<file path="src/hw/rtl/nmea_rmc_position_extractor_macros.svh">
// ----------------------------------------------------------------------------
// NMEA RMC position extractor assertion macros
// Shared assertion wrappers, clocked on clk_i and disabled in reset.
// ----------------------------------------------------------------------------
`ifndef NMEA_RMC_POSITION_EXTRACTOR_MACROS_SVH
`define NMEA_RMC_POSITION_EXTRACTOR_MACROS_SVH

// Immediate implication on the same edge.
`define NRMC_ASSERT_NOW(lbl, ante, cons, msg) \
  lbl: assert property (@(posedge clk_i) disable iff (!rst_ni) (ante) |-> (cons)) \
    else $error(msg);

// Implication on the following edge.
`define NRMC_ASSERT_NEXT(lbl, ante, cons, msg) \
  lbl: assert property (@(posedge clk_i) disable iff (!rst_ni) (ante) |=> (cons)) \
    else $error(msg);

`endif

</file>
<file path="src/hw/rtl/nrmc_pkg.sv">
// ----------------------------------------------------------------------------
// NMEA RMC position extractor package
// Byte codes, field indexes and shared state and result types.
// ----------------------------------------------------------------------------
package nrmc_pkg;

  localparam logic [7:0] ByteStart  = 8'h52;
  localparam logic [7:0] ByteCr     = 8'h0D;
  localparam logic [7:0] ByteLf     = 8'h0A;
  localparam logic [7:0] ByteTalker = 8'h4D;
  localparam logic [7:0] ByteComma  = 8'h2C;
  localparam logic [7:0] ByteActive = 8'h41;
  localparam logic [7:0] ByteNorth  = 8'h4E;
  localparam logic [7:0] ByteEast   = 8'h45;

  localparam logic [2:0] CommaStatus = 3'd2;
  localparam logic [2:0] CommaLat    = 3'd3;
  localparam logic [2:0] CommaLon    = 3'd5;
  localparam logic [2:0] CommaMax    = 3'd7;

  localparam logic FieldLat = 1'b0;
  localparam logic FieldLon = 1'b1;

  typedef struct packed {
    logic       capture_on;
    logic       at_line_start;
    logic       sentence_ok;
    logic [2:0] comma_count;
    logic       fix_valid;
  } line_state_t;

  typedef struct packed {
    logic       valid;
    logic [7:0] ch;
    logic       fld;
    logic       last;
  } result_t;

endpackage

</file>
<file path="src/hw/rtl/nmea_rmc_position_extractor.sv">
// ----------------------------------------------------------------------------
// NMEA RMC position extractor
// Accepts one receiver byte per beat and returns latitude and longitude
// characters of valid RMC sentences, each closed by a hemisphere letter.
// Takes one byte every cycle while the output is not stalled, set by the
// single-pass step logic between an input register and a result register.
// A byte's result beat passes the input register and then the result register
// and can be taken when the output is not stalled. A stalled output holds the
// input register, which then stalls the input. No clearing pass after reset.
// ----------------------------------------------------------------------------
`include "nmea_rmc_position_extractor_macros.svh"

module nmea_rmc_position_extractor import nrmc_pkg::*; #(
  parameter int MAX_FIELD_CHARS = 12
) (
  input  logic       clk_i,
  input  logic       rst_ni,
  input  logic       in_valid_i,
  output logic       in_ready_o,
  input  logic [7:0] rx_byte_i,
  output logic       out_valid_o,
  input  logic       out_ready_i,
  output logic [7:0] out_char_o,
  output logic       which_field_o,
  output logic       field_last_o
);

  localparam int CntW = $clog2(MAX_FIELD_CHARS);

  logic            in_valid_q;
  logic [7:0]      rx_q;
  line_state_t     state_q, state_d;
  logic [CntW-1:0] chars_q, chars_d;
  result_t         result_d;
  logic            out_valid_q;
  logic [7:0]      out_char_q;
  logic            out_fld_q;
  logic            out_last_q;
  logic            out_free;
  logic            advance;

  assign out_free   = !out_valid_q || out_ready_i;
  assign advance    = in_valid_q && out_free;
  assign in_ready_o = !in_valid_q || out_free;

  nrmc_step #(
    .MAX_FIELD_CHARS(MAX_FIELD_CHARS)
  ) u_step (
    .rx_byte_i(rx_q),
    .state_i  (state_q),
    .chars_i  (chars_q),
    .state_o  (state_d),
    .chars_o  (chars_d),
    .result_o (result_d)
  );

  always_ff @(posedge clk_i or negedge rst_ni) begin
    if (!rst_ni) begin
      in_valid_q <= 1'b0;
    end else if (in_ready_o) begin
      in_valid_q <= in_valid_i;
    end
  end

  always_ff @(posedge clk_i) begin
    if (in_ready_o && in_valid_i) begin
      rx_q <= rx_byte_i;
    end
  end

  always_ff @(posedge clk_i or negedge rst_ni) begin
    if (!rst_ni) begin
      state_q <= '{capture_on: 1'b0, at_line_start: 1'b1, sentence_ok: 1'b0,
                   comma_count: 3'd0, fix_valid: 1'b0};
      chars_q <= '0;
    end else if (advance) begin
      state_q <= state_d;
      chars_q <= chars_d;
    end
  end

  always_ff @(posedge clk_i or negedge rst_ni) begin
    if (!rst_ni) begin
      out_valid_q <= 1'b0;
    end else if (advance) begin
      out_valid_q <= result_d.valid;
    end else if (out_ready_i) begin
      out_valid_q <= 1'b0;
    end
  end

  always_ff @(posedge clk_i) begin
    if (advance && result_d.valid) begin
      out_char_q <= result_d.ch;
      out_fld_q  <= result_d.fld;
      out_last_q <= result_d.last;
    end
  end

  assign out_valid_o   = out_valid_q;
  assign out_char_o    = out_char_q;
  assign which_field_o = out_fld_q;
  assign field_last_o  = out_last_q;

  `NRMC_ASSERT_NOW(a_last_letter, out_valid_o && field_last_o,
    (out_char_o == ByteNorth && which_field_o == FieldLat) ||
    (out_char_o == ByteEast && which_field_o == FieldLon),
    "closing beat carries wrong hemisphere letter")
  `NRMC_ASSERT_NOW(a_fix_needs_talker, state_q.fix_valid, state_q.sentence_ok,
    "fix flag set outside an RMC sentence")
  `NRMC_ASSERT_NOW(a_chars_bound, 1'b1, chars_q <= CntW'(MAX_FIELD_CHARS - 1),
    "field character count past its limit")
  `NRMC_ASSERT_NEXT(a_result_loaded, advance && result_d.valid,
    out_valid_o && out_char_o == $past(result_d.ch),
    "result not loaded into output register")

endmodule

</file>
<file path="src/hw/rtl/nrmc_step.sv">
// ----------------------------------------------------------------------------
// NMEA RMC byte step
// Next line state, field character count and optional result for one byte.
// ----------------------------------------------------------------------------
module nrmc_step import nrmc_pkg::*; #(
  parameter int MAX_FIELD_CHARS = 12,
  localparam int CntW = $clog2(MAX_FIELD_CHARS)
) (
  input  logic [7:0]      rx_byte_i,
  input  line_state_t     state_i,
  input  logic [CntW-1:0] chars_i,
  output line_state_t     state_o,
  output logic [CntW-1:0] chars_o,
  output result_t         result_o
);

  localparam logic [CntW-1:0] CntMax = CntW'(MAX_FIELD_CHARS - 1);

  logic fix_now;

  always_comb begin
    state_o  = state_i;
    chars_o  = chars_i;
    result_o = '0;
    fix_now  = state_i.fix_valid;
    if (rx_byte_i == ByteStart) begin
      state_o.capture_on    = 1'b1;
      state_o.at_line_start = 1'b1;
      state_o.sentence_ok   = 1'b0;
      state_o.comma_count   = '0;
      state_o.fix_valid     = 1'b0;
      chars_o               = '0;
    end else if (!state_i.capture_on) begin
      state_o = state_i;
    end else if (rx_byte_i == ByteCr || rx_byte_i == ByteLf) begin
      state_o.capture_on    = 1'b0;
      state_o.at_line_start = 1'b1;
    end else if (state_i.at_line_start) begin
      state_o.at_line_start = 1'b0;
      state_o.sentence_ok   = (rx_byte_i == ByteTalker);
    end else if (!state_i.sentence_ok) begin
      state_o = state_i;
    end else if (rx_byte_i == ByteComma) begin
      if (state_i.comma_count != CommaMax) begin
        state_o.comma_count = state_i.comma_count + 3'd1;
      end
      chars_o = '0;
      if (state_i.fix_valid && state_i.comma_count == CommaLat) begin
        result_o = '{valid: 1'b1, ch: ByteNorth, fld: FieldLat, last: 1'b1};
      end else if (state_i.fix_valid && state_i.comma_count == CommaLon) begin
        result_o = '{valid: 1'b1, ch: ByteEast, fld: FieldLon, last: 1'b1};
      end
    end else begin
      if (state_i.comma_count == CommaStatus && chars_i == '0) begin
        fix_now = (rx_byte_i == ByteActive);
      end
      state_o.fix_valid = fix_now;
      if (chars_i < CntMax) begin
        chars_o = chars_i + CntW'(1);
        if (fix_now && (state_i.comma_count == CommaLat ||
                        state_i.comma_count == CommaLon)) begin
          result_o.valid = 1'b1;
          result_o.ch    = rx_byte_i;
          result_o.fld   = (state_i.comma_count == CommaLon);
          result_o.last  = 1'b0;
        end
      end
    end
  end

endmodule
</file>
<file path="config.mk">
export PLATFORM = sky130hd
export DESIGN_NAME = nmea_rmc_position_extractor
export DESIGN_NICKNAME = d
export VERILOG_FILES = /design/src/hw/rtl/nrmc_pkg.sv /design/src/hw/rtl/nmea_rmc_position_extractor.sv /design/src/hw/rtl/nrmc_step.sv
export VERILOG_INCLUDE_DIRS = /design/src /design/src/hw/rtl
export SDC_FILE = /design/constraint.sdc
export NUM_CORES = 1
export LEC_CHECK = 0
export ABC_CLOCK_PERIOD_IN_PS = 7400
export BUFFER_PORTS_ARGS = -buffer_cell sky130_fd_sc_hd__buf_4
export CAP_MARGIN = 15
export CORE_ASPECT_RATIO = 1.1
export CORE_MARGIN = 2
export CORE_UTILIZATION = 25
export DETAILED_ROUTE_END_ITERATION = 10
export PLACE_DENSITY = 0.44
export REMOVE_ABC_BUFFERS = 1
export SLEW_MARGIN = 20
export SYNTH_ARGS = -nofsm -noshare
export SYNTH_HDL_FRONTEND = slang
export SYNTH_HIERARCHICAL = 1
export SYNTH_SLANG_ARGS = --single-unit
</file>
<file path="constraint.sdc">
create_clock -name clk_i -period 7.4 [get_ports clk_i]
set_input_delay 0.74 -clock clk_i [delete_from_list [all_inputs] [get_ports clk_i]]
set_output_delay 0.74 -clock clk_i [all_outputs]
set_load 0.05 [all_outputs]
</file>
### Yosys cells after proc, flatten, opt, wreduce, memory -nomap -nowiden

Cells that the tools add are included.

* bits in registers: 31
* output and inout port bits: 12
* word-level logic and storage cells: 93

* $add $sub $neg: 2
* order comparisons: 1
* equal/unequal tests: 13
* mux-type cells: 36
* bitwise operators: 2
* reduce and logical (&&, ||, !) cells: 27

Operators by type and width (count)
* $mux 11: 10
* $mux 4: 9
* $eq 8x7->1 const B: 3
* $eq 8x4->1 const B: 2
* $mux 7: 2
* $reduce_and 6->1: 2
* $reduce_bool 2->1: 6
* $mux 1: 11
* $eq 8x6->1 const B: 1
* $logic_and 1x1->1: 7
* $reduce_and 7->1: 1
* $eq 3x2->1 const B: 2
* $mux 3: 2
* $ne 2x1->1 const B: 3
* $mux 5: 1
* $reduce_or 5->1: 1
* $add 4x1->4 const B: 1
* $logic_not 4->1: 1
* $logic_or 1x1->1: 4
* $lt 4x4->1 const B: 1
* $reduce_and 4->1: 1
* $add 3x1->3 const B: 1
* $eq 3x3->1 const B: 1
* $ne 3x3->1 const B: 1
* 5 further kinds: 7

### Longest topological paths before layout

* depth in word-level cells: 19
* depth in mapped cells: 8
* mapped depth without buffers: 8

### Cells and area by module

The synthesis kept the hierarchy.

Modules (own cells, without submodules)
* nmea_rmc_position_extractor: instances 1, cells each 52, area an instance 1109.8 µm²
* nrmc_step: instances 1, cells each 111, area an instance 810.8 µm²

### Least setup slack after synthesis

Ideal clock, no wire load.

* kind: reg2reg
* start point: register rx_q[2]
* end point: register out_last_q (netlist: field_last_o) (enable)
* setup time: 0.376 ns
* arrival: 2.101 ns
* data required time: 7.024 ns
* path slack: 4.923 ns
* stages on the path, launching flop included: 7
* buffers on the path: 0
* period minus slack after synthesis: 2.477 ns
* cell sequence: edfxtp_1 > nor4b_2 > nand4_1 > a211o_1 > a21oi_1 > nand2_1 > nor2_1

RTL lines
* start, declared: line nmea_rmc_position_extractor.sv:31 `logic [7:0] rx_q;`
* start signal, assigned: line nmea_rmc_position_extractor.sv:67 `rx_q <= rx_byte_i;`
* end signal, assigned: line nmea_rmc_position_extractor.sv:96 `out_last_q <= result_d.last;`
* end, declared: line nmea_rmc_position_extractor.sv:38 `logic out_last_q;`

==> summary.md <==
| Metric | Value |
|---|---|
| WP data required | `~7.3 ns` |
| CTS tree | `done` |
| Core area | `7470 sq um` |
| Vias per Instance | `around 4.6` |
| Mapped cell area | `between 1500 and 2000 sq um` |
| Synth async-reset ratio | `between 40% and 50%` |
| Fin crit period | `approximately 3 ns` |
| Worst rel slew slack | `48.4%` |
| Cell Chain, Critical Path | `nor4b_2 > nand4_1 > a211o_1 > a21oi_1 > nand2_1 > nor2_1` |
| Hold/Removal Path Class | `in2async` |
| Post-Synthesis Cells | `~160` |
| Initial Util | `25.7%` |
| H-tree Lvls | `2` |
| Final core occ | `30.1%` |
| Commonest cells post-synth | `edfxtp_1 (18), nand2_1 (16), dfrtp_1 (12), a21oi_1 (10), mux2_4 (10)` |
| DIE HEIGHT | `between 90 and 100 um` |
| Routed Antenna Nets | `0` |
| Die W | `just under 90 um` |
| Setup WS post-layout | `4.44 ns` |
| Max Freq | `338 MHz` |
| GRT Residual Overflow | `0` |
| Worst IR Drop VDD | `about 0.075 mV` |
| Delay-heaviest family, CP | `simple AND/OR/NAND/NOR gates` |
| RSZ-0062 raised after global routing | `no` |
| Critical path buffer and inverter count | `0` |
| Routed WL per cell | `14.4 um` |
| FF+latch count, synth | `31` |
| Reg clk slew, reported paths | `~0.070 ns` |
| PwrDens | `~150 nW/um^2` |
| Hold violation count in the final report | `0` |
| Row count | `33` |
| Final cell count without fillers | `around 300` |
| Synth warnings | `6` |
| Fin Setup TNS | `0 ns` |
| Final instance area | `around 2300 sq um` |
| Slew Viols, Final | `0` |
| Gpl congestion | `0.830` |
| Largest net degree at the start of global routing | `14` |
| Worst Setup Start Kind | `register` |
| Number of global-route vias before repair | `around 1,300` |
| Crit. End Element | `register` |
| CP max stage delay | `roughly 0.61 ns` |
| Worst-Margin Slew | `0.763 ns` |
| Post-DP Area | `around 2200 sq um` |
| WL final | `~4200 um` |
| IO Count | `24` |
| Hold buffers post-CTS | `0` |
| EDFF count, synth | `18` |
| Fin crit share | `40.0%` |
| Post-synth top area cell | `edfxtp_1` |
| CP arrival | `~2.9 ns` |
| Drt first pass iters | `4` |
| Post_cts resized | `0` |
| Maximum capacitance violations | `0` |
| Dpl cells | `roughly 290` |
| Leak | `0.826 nW` |
| Critical path type | `reg2reg` |
| Post-synth cell types | `55` |
| Root Buffer | `clkbuf_8` |
| Sequential share of the synthesized area | `roughly 45%` |
| Crit path max-delay cell type | `nor4b_2` |
| Ranking of synthesized cells by area | `edfxtp_1 (28%), dfrtp_1 (16%), mux2_4 (7.8%)` |
| Crit Path Max Fanout | `10` |
| Clk Latency, worst-skew pair | `between 0.2 and 0.3 ns` |
| Synth Area per Inst | `about 12 sq um` |
| N_diodes | `0` |
| Clk buf depth | `2` |
| Post-synth top area share | `about 28%` |
| GRT Total Usage | `about 11%` |
| Area growth syn-to-layout | `17.3%` |
| CTS Buf Count | `5` |
| Via Count | `approximately 1,400` |
| Die ar. | `approximately 8400 sq um` |
| Hpwl dp | `3160 um` |
| Initial antenna violation count | `0` |
| NumNets Final | `205` |
| Endpoints failing setup | `0` |
| I/O Buffers | `23` |
| Remaining DRCs | `0` |
| Layout cells sized above 1 | `a little under a third` |
| Setup Skew | `approximately 0.0066 ns` |
| Main synth FF type | `edfxtp_1` |
| Post-CTS Setup Repair Bufs | `0` |
| Initial drt markers | `32` |
| Most frequent cell after synthesis | `edfxtp_1` |
| CTS sink cnt | `31` |
| Status | `finished clean` |
| Place WS | `between 4 and 5 ns` |
| First-pass GRT wire length | `6960 um` |
-- layer usage --
| layer | share of wire [%] | track usage (%) | up-vias |
|---|---|---|---|
| li1 | - | - | 674 |
| met1 | 47 | 14.6 | 645 |
| met2 | 47 | 17.2 | 31 |
| met3 | 4.0 | 2.23 | 7 |
| met4 | 1.7 | 4.36 | 0 |
| met5 | 0 | 0 | - |
-- where the power goes --
part / switching (W) / internal (W)
combinational: 0.00000973 / 0.0000148
clock: 0.0000612 / 0.0000624
sequential: 0.00000929 / 0.000189
-- sequential cells by signal, summed over array words and instances (netlist names) --
register,cells
chars_q,4
field_last_o,1
in_valid_q,1
out_char_o,8
out_valid_o,1
rx_q,8
state_q,7
which_field_o,1
-- cells by family after synthesis --
group,share of synthesized area [%]
AND/OR/NAND/NOR,23.3
XOR/XNOR,1.37
AO/OA/AOI/OAI,12.6
multiplexers,10.6
flip-flops,45.1
adder cells (fa/ha/maj),3.26
buffers and inverters,3.78
-- metrics by stage --
stage	hold slack [ns]	total power, W
2_1_floorplan	0.444	0.000216
3_3_place_gp	0.532	0.000227
3_5_place_dp	0.541	0.000227
4_1_cts	0.289	0.000354
5_1_grt	0.295	0.000363
6_report	0.294	0.000347
-- final cells by class --
type                            count  area (sq um)
Fill cell                         774          5220
Sequential cell                    31           867
Tap cell                          105           131
Multi-Input combinational cell    121           981
Clock inverter                      2          8.76
Clock buffer                        5          68.8
Inverter                            6          22.5
Timing Repair Buffer               23           173
-- placed cells by master (no fill, tap or decap), types with 2 or more instances in the layout --
cell and instances:
o311ai_0 2, mux2i_1 3, nor4b_1 2, xnor2_1 2, buf_4 23, a21boi_0 2
and2_1 2, nor3_1 2, nand4_1 5, clkbuf_8 5, a21oi_1 10, a31oi_1 3
and3_1 2, mux2_2 2, nor4b_2 3, o21ai_0 2, a211o_1 2, edfxtp_1 18
o21a_1 2, dfrtp_1 12, nand3_1 7, mux2_4 10, nor2b_1 3, nor2_1 4
o2111ai_1 4, nand2_1 16, ha_1 5, inv_1 6, a211oi_1 2
-- path summary, 6_finish.rpt --
check / slack (ns) / from / end / cells after the start
setup / recovery: 4.44 / rx_q[2] / which_field_o / 6
hold / removal: 0.29 / rst_ni / state_q[0] / 1
setup reg to reg: 4.44 / rx_q[2] / which_field_o / 6
hold reg to reg: 0.56 / state_q[4] / state_q[4] / 1
max in group asynchronous: 6.87 / rst_ni / state_q[5] / 1
min in group clk_i: 0.56 / state_q[4] / state_q[4] / 1
Note: power is estimated with default switching activity, not from simulation.
